<file path="src/hw/rtl/bfd_pkg.sv">
package bfd_pkg;

    localparam int unsigned FRAME_LEN = 7;
    localparam int unsigned REF_W     = 27;
    localparam int unsigned CNT_W     = 24;
    localparam int unsigned MUL_W     = REF_W + 10;
    localparam int unsigned FREQ_W    = 61;
    localparam int unsigned STEP_W    = 6;

    localparam logic [REF_W-1:0]  REF_RESET = REF_W'(1000000);
    localparam logic [9:0]        MILLI     = 10'd1000;
    localparam logic [STEP_W-1:0] MUL_LAST  = STEP_W'(CNT_W - 1);
    localparam logic [STEP_W-1:0] DIV_LAST  = STEP_W'(FREQ_W - 1);

    typedef struct packed {
        logic [7:0]       header;
        logic [CNT_W-1:0] base;
        logic [CNT_W-1:0] test;
    } t_frame;

    typedef enum logic [1:0] {
        ST_IDLE,
        ST_MUL,
        ST_DIV,
        ST_DONE
    } t_state;

endpackage

</file>
<file path="src/hw/rtl/bfd_frame.sv">
module bfd_frame
    import bfd_pkg::*;
(
    input  logic       i_clk,
    input  logic       i_rst_n,
    input  logic       i_accept,
    input  logic [7:0] i_byte,
    output logic       o_start,
    output t_frame     o_frame
);

    logic [7:0] r_hist [FRAME_LEN];
    logic [7:0] n_hist [FRAME_LEN];
    logic [2:0] r_count;
    logic [2:0] n_count;
    logic [7:0] fr [FRAME_LEN];
    logic       marker;
    logic       full;

    assign marker = i_byte[0];
    assign full   = (r_count == 3'(FRAME_LEN));

    always_comb begin
        for (int k = 0; k < FRAME_LEN; k++) begin
            fr[k] = r_hist[k] | {7'd0, i_byte[7-k]};
        end
    end

    assign o_frame.header = fr[0];
    assign o_frame.base   = {fr[1], fr[2], fr[3]};
    assign o_frame.test   = {fr[4], fr[5], fr[6]};
    assign o_start        = i_accept && marker && full;

    always_comb begin
        n_hist  = r_hist;
        n_count = r_count;
        if (i_accept) begin
            if (marker) begin
                n_count = 3'd0;
            end else begin
                for (int k = 0; k < FRAME_LEN - 1; k++) begin
                    n_hist[k] = r_hist[k+1];
                end
                n_hist[FRAME_LEN-1] = i_byte;
                if (!full) begin
                    n_count = r_count + 3'd1;
                end
            end
        end
    end

    always_ff @(posedge i_clk) begin
        if (!i_rst_n) begin
            for (int k = 0; k < FRAME_LEN; k++) begin
                r_hist[k] <= 8'd0;
            end
            r_count <= 3'd0;
        end else begin
            r_hist  <= n_hist;
            r_count <= n_count;
        end
    end

endmodule

</file>
<file path="src/hw/rtl/bfd_addsub.sv">
module bfd_addsub
    import bfd_pkg::*;
(
    input  logic [FREQ_W-1:0] i_a,
    input  logic [FREQ_W-1:0] i_b,
    input  logic              i_sub,
    output logic [FREQ_W-1:0] o_sum,
    output logic              o_carry
);

    logic [FREQ_W-1:0] b_eff;

    // Subtraction is a + ~b + 1; a carry out means no borrow.
    assign b_eff = i_sub ? ~i_b : i_b;
    assign {o_carry, o_sum} = {1'b0, i_a} + {1'b0, b_eff} + {{FREQ_W{1'b0}}, i_sub};

endmodule

</file>
<file path="src/hw/rtl/bfd_engine.sv">
module bfd_engine
    import bfd_pkg::*;
(
    input  logic              i_clk,
    input  logic              i_rst_n,
    input  logic              i_start,
    input  t_frame            i_frame,
    input  logic [REF_W-1:0]  i_ref_hz,
    output logic              o_idle,
    output logic              o_res_valid,
    input  logic              i_res_ready,
    output logic [7:0]        o_header_byte,
    output logic [CNT_W-1:0]  o_base_cnt,
    output logic [CNT_W-1:0]  o_test_cnt,
    output logic [FREQ_W-1:0] o_freq_millihz,
    output logic              o_zero_base
);

    t_state r_state, n_state;
    logic [STEP_W-1:0] r_cnt, n_cnt;
    logic [MUL_W-1:0]  r_m, n_m;
    logic [CNT_W-1:0]  r_t, n_t;
    logic [CNT_W:0]    r_rem, n_rem;
    logic [FREQ_W-1:0] r_q, n_q;
    t_frame            r_frame, n_frame;
    logic              r_zero, n_zero;
    logic              load_out;

    logic [FREQ_W-1:0] au_a, au_b, au_sum;
    logic              au_sub, au_carry;
    logic [CNT_W:0]    trial;

    bfd_addsub u_addsub (
        .i_a     (au_a),
        .i_b     (au_b),
        .i_sub   (au_sub),
        .o_sum   (au_sum),
        .o_carry (au_carry)
    );

    assign trial  = {r_rem[CNT_W-1:0], r_q[FREQ_W-1]};
    assign o_idle = (r_state == ST_IDLE);

    always_comb begin
        au_a   = {r_q[FREQ_W-2:0], 1'b0};
        au_b   = r_t[CNT_W-1] ? FREQ_W'(r_m) : '0;
        au_sub = 1'b0;
        if (r_state == ST_DIV) begin
            au_a   = FREQ_W'(trial);
            au_b   = FREQ_W'(r_frame.base);
            au_sub = 1'b1;
        end
    end

    always_comb begin
        n_state  = r_state;
        n_cnt    = r_cnt;
        n_m      = r_m;
        n_t      = r_t;
        n_rem    = r_rem;
        n_q      = r_q;
        n_frame  = r_frame;
        n_zero   = r_zero;
        load_out = 1'b0;
        unique case (r_state)
            ST_IDLE: begin
                if (i_start) begin
                    n_frame = i_frame;
                    n_m     = MUL_W'(i_ref_hz) * MUL_W'(MILLI);
                    n_t     = i_frame.test;
                    n_q     = '0;
                    n_rem   = '0;
                    n_cnt   = '0;
                    n_zero  = (i_frame.base == '0);
                    n_state = (i_frame.base == '0) ? ST_DONE : ST_MUL;
                end
            end
            ST_MUL: begin
                n_q = au_sum;
                n_t = {r_t[CNT_W-2:0], 1'b0};
                if (r_cnt == MUL_LAST) begin
                    n_cnt   = '0;
                    n_state = ST_DIV;
                end else begin
                    n_cnt = r_cnt + STEP_W'(1);
                end
            end
            ST_DIV: begin
                n_rem = au_carry ? au_sum[CNT_W:0] : trial;
                n_q   = {r_q[FREQ_W-2:0], au_carry};
                if (r_cnt == DIV_LAST) begin
                    n_state = ST_DONE;
                end else begin
                    n_cnt = r_cnt + STEP_W'(1);
                end
            end
            ST_DONE: begin
                if (!o_res_valid || i_res_ready) begin
                    load_out = 1'b1;
                    n_state  = ST_IDLE;
                end
            end
            default: n_state = ST_IDLE;
        endcase
    end

    always_ff @(posedge i_clk) begin
        if (!i_rst_n) begin
            r_state     <= ST_IDLE;
            r_cnt       <= '0;
            o_res_valid <= 1'b0;
        end else begin
            r_state <= n_state;
            r_cnt   <= n_cnt;
            if (load_out) begin
                o_res_valid <= 1'b1;
            end else if (i_res_ready) begin
                o_res_valid <= 1'b0;
            end
        end
    end

    always_ff @(posedge i_clk) begin
        r_m     <= n_m;
        r_t     <= n_t;
        r_rem   <= n_rem;
        r_q     <= n_q;
        r_frame <= n_frame;
        r_zero  <= n_zero;
        if (load_out) begin
            o_header_byte  <= r_frame.header;
            o_base_cnt     <= r_frame.base;
            o_test_cnt     <= r_frame.test;
            o_freq_millihz <= r_q;
            o_zero_base    <= r_zero;
        end
    end

    a_mul_bound: assert property (@(posedge i_clk) disable iff (!i_rst_n)
        (r_state == ST_MUL) |-> (r_cnt <= MUL_LAST))
        else $error("multiply step count out of range");

    a_rem_bound: assert property (@(posedge i_clk) disable iff (!i_rst_n)
        (r_state == ST_DIV) |-> (r_rem < {1'b0, r_frame.base}))
        else $error("division remainder not below divisor");

    a_start_idle: assert property (@(posedge i_clk) disable iff (!i_rst_n)
        i_start |-> (r_state == ST_IDLE))
        else $error("frame started while engine busy");

    a_zero_freq: assert property (@(posedge i_clk) disable iff (!i_rst_n)
        (o_res_valid && o_zero_base) |-> (o_freq_millihz == '0))
        else $error("zero base result with nonzero frequency");

endmodule

</file>
<file path="src/hw/rtl/byte_frame_decoder_frequency_ratio.sv">
// Byte frame decoder with frequency ratio. Received link bytes come in one word
// at a time on the rx channel. A byte with bit 0 clear is data and is shifted
// into a seven-byte history; a byte with bit 0 set is a frame marker whose bits
// 7 to 1 restore bit 0 of frame bytes 0 to 6. When at least seven data bytes
// preceded the marker, one result word is produced: the header byte, the base
// and test counts (big endian, 24 bits each) and the frequency
// ref_clock_hz*1000*test/base in milli-hertz, truncated; a zero base sets
// zero_base and reports a frequency of zero. A short frame is dropped silently.
// Data bytes are taken back to back while the engine is idle. A complete frame
// with a nonzero base goes from its marker to the next byte through taking the
// marker, 24 shift-add multiply steps, 61 restoring division steps and handing
// the result to the output register, all through a single shared 61-bit
// adder-subtractor; rx ready is low from the first multiply step through the
// hand-over. A zero base frame skips to the hand-over. The result sits in an
// output register, so the next bytes are taken while a result still waits
// downstream; if the following frame finishes before that result is taken, the
// hand-over cycle stretches, and rx stays not ready, until the output register
// is free. The configuration word ref_clock_hz (reset 1000000) is taken at any
// time but is meant to be written while no frame is in progress.
module byte_frame_decoder_frequency_ratio
    import bfd_pkg::*;
(
    input  logic              i_clk,
    input  logic              i_rst_n,
    input  logic              i_rx_valid,
    output logic              o_rx_ready,
    input  logic [7:0]        i_rx_byte,
    output logic              o_res_valid,
    input  logic              i_res_ready,
    output logic [7:0]        o_header_byte,
    output logic [23:0]       o_base_cnt,
    output logic [23:0]       o_test_cnt,
    output logic [60:0]       o_freq_millihz,
    output logic              o_zero_base,
    input  logic              i_cfg_valid,
    output logic              o_cfg_ready,
    input  logic [26:0]       i_cfg_data
);

    logic [REF_W-1:0] r_ref_hz;
    logic             rx_accept;
    logic             start;
    logic             idle;
    t_frame           frame;

    // The configuration word is always taken.
    assign o_cfg_ready = 1'b1;

    always_ff @(posedge i_clk) begin
        if (!i_rst_n) begin
            r_ref_hz <= REF_RESET;
        end else if (i_cfg_valid) begin
            r_ref_hz <= i_cfg_data;
        end
    end

    // Bytes are taken only while the arithmetic engine is idle.
    assign o_rx_ready = idle;
    assign rx_accept  = i_rx_valid && o_rx_ready;

    bfd_frame u_frame (
        .i_clk    (i_clk),
        .i_rst_n  (i_rst_n),
        .i_accept (rx_accept),
        .i_byte   (i_rx_byte),
        .o_start  (start),
        .o_frame  (frame)
    );

    bfd_engine u_engine (
        .i_clk          (i_clk),
        .i_rst_n        (i_rst_n),
        .i_start        (start),
        .i_frame        (frame),
        .i_ref_hz       (r_ref_hz),
        .o_idle         (idle),
        .o_res_valid    (o_res_valid),
        .i_res_ready    (i_res_ready),
        .o_header_byte  (o_header_byte),
        .o_base_cnt     (o_base_cnt),
        .o_test_cnt     (o_test_cnt),
        .o_freq_millihz (o_freq_millihz),
        .o_zero_base    (o_zero_base)
    );

endmodule
</file>
<file path="config.mk">
export PLATFORM = sky130hd
export DESIGN_NAME = byte_frame_decoder_frequency_ratio
export DESIGN_NICKNAME = d
export VERILOG_FILES = /design/src/hw/rtl/bfd_pkg.sv /design/src/hw/rtl/bfd_frame.sv /design/src/hw/rtl/bfd_addsub.sv /design/src/hw/rtl/bfd_engine.sv /design/src/hw/rtl/byte_frame_decoder_frequency_ratio.sv
export SDC_FILE = /design/constraint.sdc
export NUM_CORES = 1
export LEC_CHECK = 0
export ABC_AREA = 1
export ABC_CLOCK_PERIOD_IN_PS = 9000
export BUFFER_PORTS_ARGS = -buffer_cell sky130_fd_sc_hd__buf_2
export CAP_MARGIN = 40
export CELL_PAD_IN_SITES_DETAIL_PLACEMENT = 0
export CELL_PAD_IN_SITES_GLOBAL_PLACEMENT = 2
export CORE_MARGIN = 2
export CORE_UTILIZATION = 29
export CTS_CLUSTER_DIAMETER = 200
export DETAILED_ROUTE_END_ITERATION = 10
export GPL_TIMING_DRIVEN = 0
export PLACE_DENSITY_LB_ADDON = 0.05
export SETUP_SLACK_MARGIN = 0.1
export SLEW_MARGIN = 5
export SYNTH_ARGS = -nofsm -noshare
export SYNTH_HDL_FRONTEND = slang
export SYNTH_SLANG_ARGS = --single-unit
</file>
<file path="constraint.sdc">
create_clock -name i_clk -period 9 [get_ports i_clk]
set_input_delay 1.8 -clock i_clk [delete_from_list [all_inputs] [get_ports i_clk]]
set_output_delay 1.8 -clock i_clk [all_outputs]
set_load 0.1 [all_outputs]
</file>
==> flow_summary.json <==
{
  "run_status": "finished, final reports clean",
  "wl_um": 82500,
  "synthCells": 2883,
  "internal-power_mw": 5.24,
  "worstReg2RegEnd": "u_engine.r_q[0]",
  "grt_pass1_wl_um": 123000,
  "dr.pass1.iters": 5,
  "final_nets": 3366,
  "crit_arrival_ps": 5700,
  "hold_class": "reg2reg",
  "worst_pin_slew_ps": 830,
  "worstSetupPathType": "reg2reg",
  "initial_utilization_pct": 29.2,
  "ys.warnings.count": 0,
  "power_frac_clock_pct": 19.7,
  "synth_seq_cells": 406,
  "netlist-cell-type-count": 40,
  "combPwrFrac_pct": 53.7,
  "vdd_drop_max_v": 0.000189,
  "detail_route.wl_per_cell_um": 19.5,
  "p_leak_nw": 13.1,
  "cts-buffers-inserted": 48,
  "p_per_area_mw_per_mm2": 355,
  "synth_area_leaders": "edfxtp_1, nand2_1, fa_1",
  "setup_violations": 0,
  "grt_overflow": 0,
  "r2r-start": "u_engine.r_state[0]",
  "cts.sinks": 406,
  "dpl.hpwl_um": 67200,
  "vias": 19000,
  "vias_per_cell": 4.50,
  "synthesis.area_mm2": 0.0244,
  "rows": 106,
  "r2r_cells": 25,
  "grt_max_degree": 69,
  "crit_path_end_kind": "register",
  "p_seq_share_pct": 26.6,
  "slew_violations": 0,
  "post-route-period-util_pct": 59.2,
  "power_switching_mw": 4.90,
  "port_buffers": 158,
  "worstSetupStartpoint": "u_engine.r_state[0]",
  "swShare_pct": 48.3,
  "synth_seq_area_share_pct": 46.3,
  "cts-resized-gates": 0,
  "place.gp.congestion": 0.873,
  "skew_ps": 21.1,
  "grt_pass1_vias": 19700,
  "setup-tns-final_ps": 0,
  "clock_latency_ps": 610,
  "holdCritStartpoint": "u_engine.r_frame[17]",
  "ioPinCount": 161,
  "coreArea_mm2": 0.0836,
  "avgSynthCellArea_um2": 8.47,
  "hold_viol": 0,
  "final_layout_size_suffix_gt1_share_pct": 9.34,
  "layout_common_cells": "nand2_1, inv_1, nor2_1",
  "ant_nets": 0,
  "required_ps": 9370,
  "max_freq_ghz": 0.188,
  "antennaDiodeCount": 0,
  "postCtsHoldBufs": 0,
  "rrSetupSlack_ps": 3670,
  "drt-initial-drc-count": 989,
  "postCtsSetupRepairBufs": 0,
  "rsz0062_at_grt": "false",
  "hold-worst-slack_ps": 417,
  "cts_tree": "built",
  "slew_headroom_pct": 44.7,
  "cts.clk_slew.worst_paths_ps": 60,
  "setup.worst_path.end": "u_engine.r_q[0]",
  "globalRouteTotalUtil_pct": 19.1,
  "drv_cap": 0,
  "syn_nets": 3141,
  "cts-root-buf": "clkbuf_16",
  "yosys.area.top_type": "edfxtp_1",
  "area_delta_synth_final_pct": 16.8,
  "clockBufferDepth": 3,
  "h-tree-depth": 2,
  "drc": 0,
  "yosys.area.top_type_share_pct": 39.1,
  "dp.cells": 4137,
  "final_common_cell": "nand2_1",
  "fp.dieW_um": 294,
  "layout.cells.non_filler": 4228,
  "period_needed_ps": 5330,
  "crit_path_start_kind": "register",
  "crit_fanout": 10,
  "dieArea_mm2": 0.0865,
  "die_y_um": 294,
  "antenna_found_initial": 1
}
==> synthesized netlist by cell type <==
| cell type | count |
|---|---|
| nand2_1 | 774 |
| inv_2 | 7 |
| a211oi_1 | 3 |
| o21ai_0 | 194 |
| nand2_2 | 3 |
| ha_1 | 119 |
| nand3b_1 | 2 |
| nor2_4 | 2 |
| buf_6 | 7 |
| xor2_1 | 41 |
| o211ai_1 | 2 |
| o22ai_1 | 1 |
| clkbuf_1 | 57 |
| a31oi_1 | 2 |
| nor2_2 | 15 |
| fa_1 | 99 |
| nor3b_1 | 1 |
| xnor2_1 | 7 |
| inv_4 | 1 |
| a21oi_1 | 109 |
| o21ai_1 | 1 |
| buf_2 | 2 |
| conb_1 | 1 |
| nand3_1 | 144 |
| o21bai_1 | 7 |
| dfxtp_1 | 88 |
| nor4_1 | 6 |
| buf_1 | 2 |
| a21o_1 | 4 |
| buf_4 | 2 |
| nand3_2 | 2 |
| a21boi_0 | 3 |
| or2_2 | 4 |
| a21oi_4 | 1 |
| o21a_1 | 3 |
| inv_1 | 490 |
| nor3_1 | 14 |
| edfxtp_1 | 318 |
| nor2_1 | 325 |
| nand4_1 | 20 |
==> cell families after synthesis <==
group | synth area share (%)
and+or+nand+nor | 21.6
buffers and inverters | 9.00
DFF | 46.3
AOI/OAI and AO/OA | 7.05
adders and majority gates | 14.2
xor gates and xnor gates | 1.72
other | 0.0154
==> worst min-delay path by stage <==
stage	depth (start not counted)	end
floorplan	0	u_engine.o_header_byte[0]
global placement	0	u_engine.o_header_byte[5]
detailed placement	0	u_engine.o_header_byte[5]
CTS	0	u_engine.o_header_byte[5]
global route	0	u_engine.o_header_byte[5]
finish	0	u_engine.o_test_cnt[17]
==> worst max-delay path: stages, from the launching register on <==
cell and delay (ps):
dfxtp_1 340, inv_1 90, ha_1 160, buf_6 210
buf_6 220, buf_6 240, clkbuf_1 400, buf_6 210
clkbuf_1 590, nand2_1 90, o21ai_0 150, ha_1 360
nand2_1 160, inv_1 50, nand2_1 90, nand3_2 130
nand2_1 80, nand2_1 250, nand2_1 200, nand3_2 280
nand2_2 160, buf_6 190, buf_6 190, o21ai_1 80
nand2_1 70, inv_1 50
==> area by class of cell <==
class                      count  area [um2]
buffer                        70         327
clock buffer                  64        1270
clock inverter                26         338
fill                        8892       55000
inverter                     498        1880
multi-input combinational   1909       10900
sequential                   406       11300
tap                         1080        1350
timing repair buffer         175        1110
==> per-layer routing <==
metal	vias up	routed length, um	GRT usage (%)
met1	8999	37700	24.7
met5	-	0	0
met3	107	2240	2.17
li1	9626	-	-
met4	0	2790	6.43
met2	314	39800	32.9
==> flip-flops by register name (all words and copies together) (netlist names) <==
signal,count
u_engine.r_t,24
u_frame.r_hist,49
u_engine.r_state,2
u_engine.o_res_valid,1
u_engine.r_m,34
u_engine.o_zero_base,1
u_engine.o_freq_millihz,61
u_engine.r_frame,56
u_engine.r_zero,1
u_engine.r_cnt,6
u_engine.o_base_cnt,24
u_frame.r_count,3
u_engine.r_q,61
u_engine.r_rem,24
r_ref_hz,27
u_engine.o_header_byte,8
u_engine.o_test_cnt,24
==> stage by stage <==
step                      total power [mW]  worst slack [ps]  area, um2  utilization [%]
after CTS                             10.3              3540      28500             34.1
after floorplan                       6.36               871      24400                -
final                                 10.1              3670      28500             34.1
after global routing                  11.0              3330      28500             34.1
after global placement                8.25             -2970      26500             31.8
after detailed placement              8.26              3560      26900             32.2
==> power by group through the flow <==
stage / registers (mW) / logic, mW / clock network [mW]
6_report: 2.70 / 5.44 / 2.00
3_3_place_gp: 2.78 / 5.47 / 0
5_1_grt: 2.73 / 6.16 / 2.14
2_1_floorplan: 2.88 / 3.49 / 0
3_5_place_dp: 2.74 / 5.52 / 0
4_1_cts: 2.71 / 5.55 / 2.08
(Power assumes the default switching activity.)
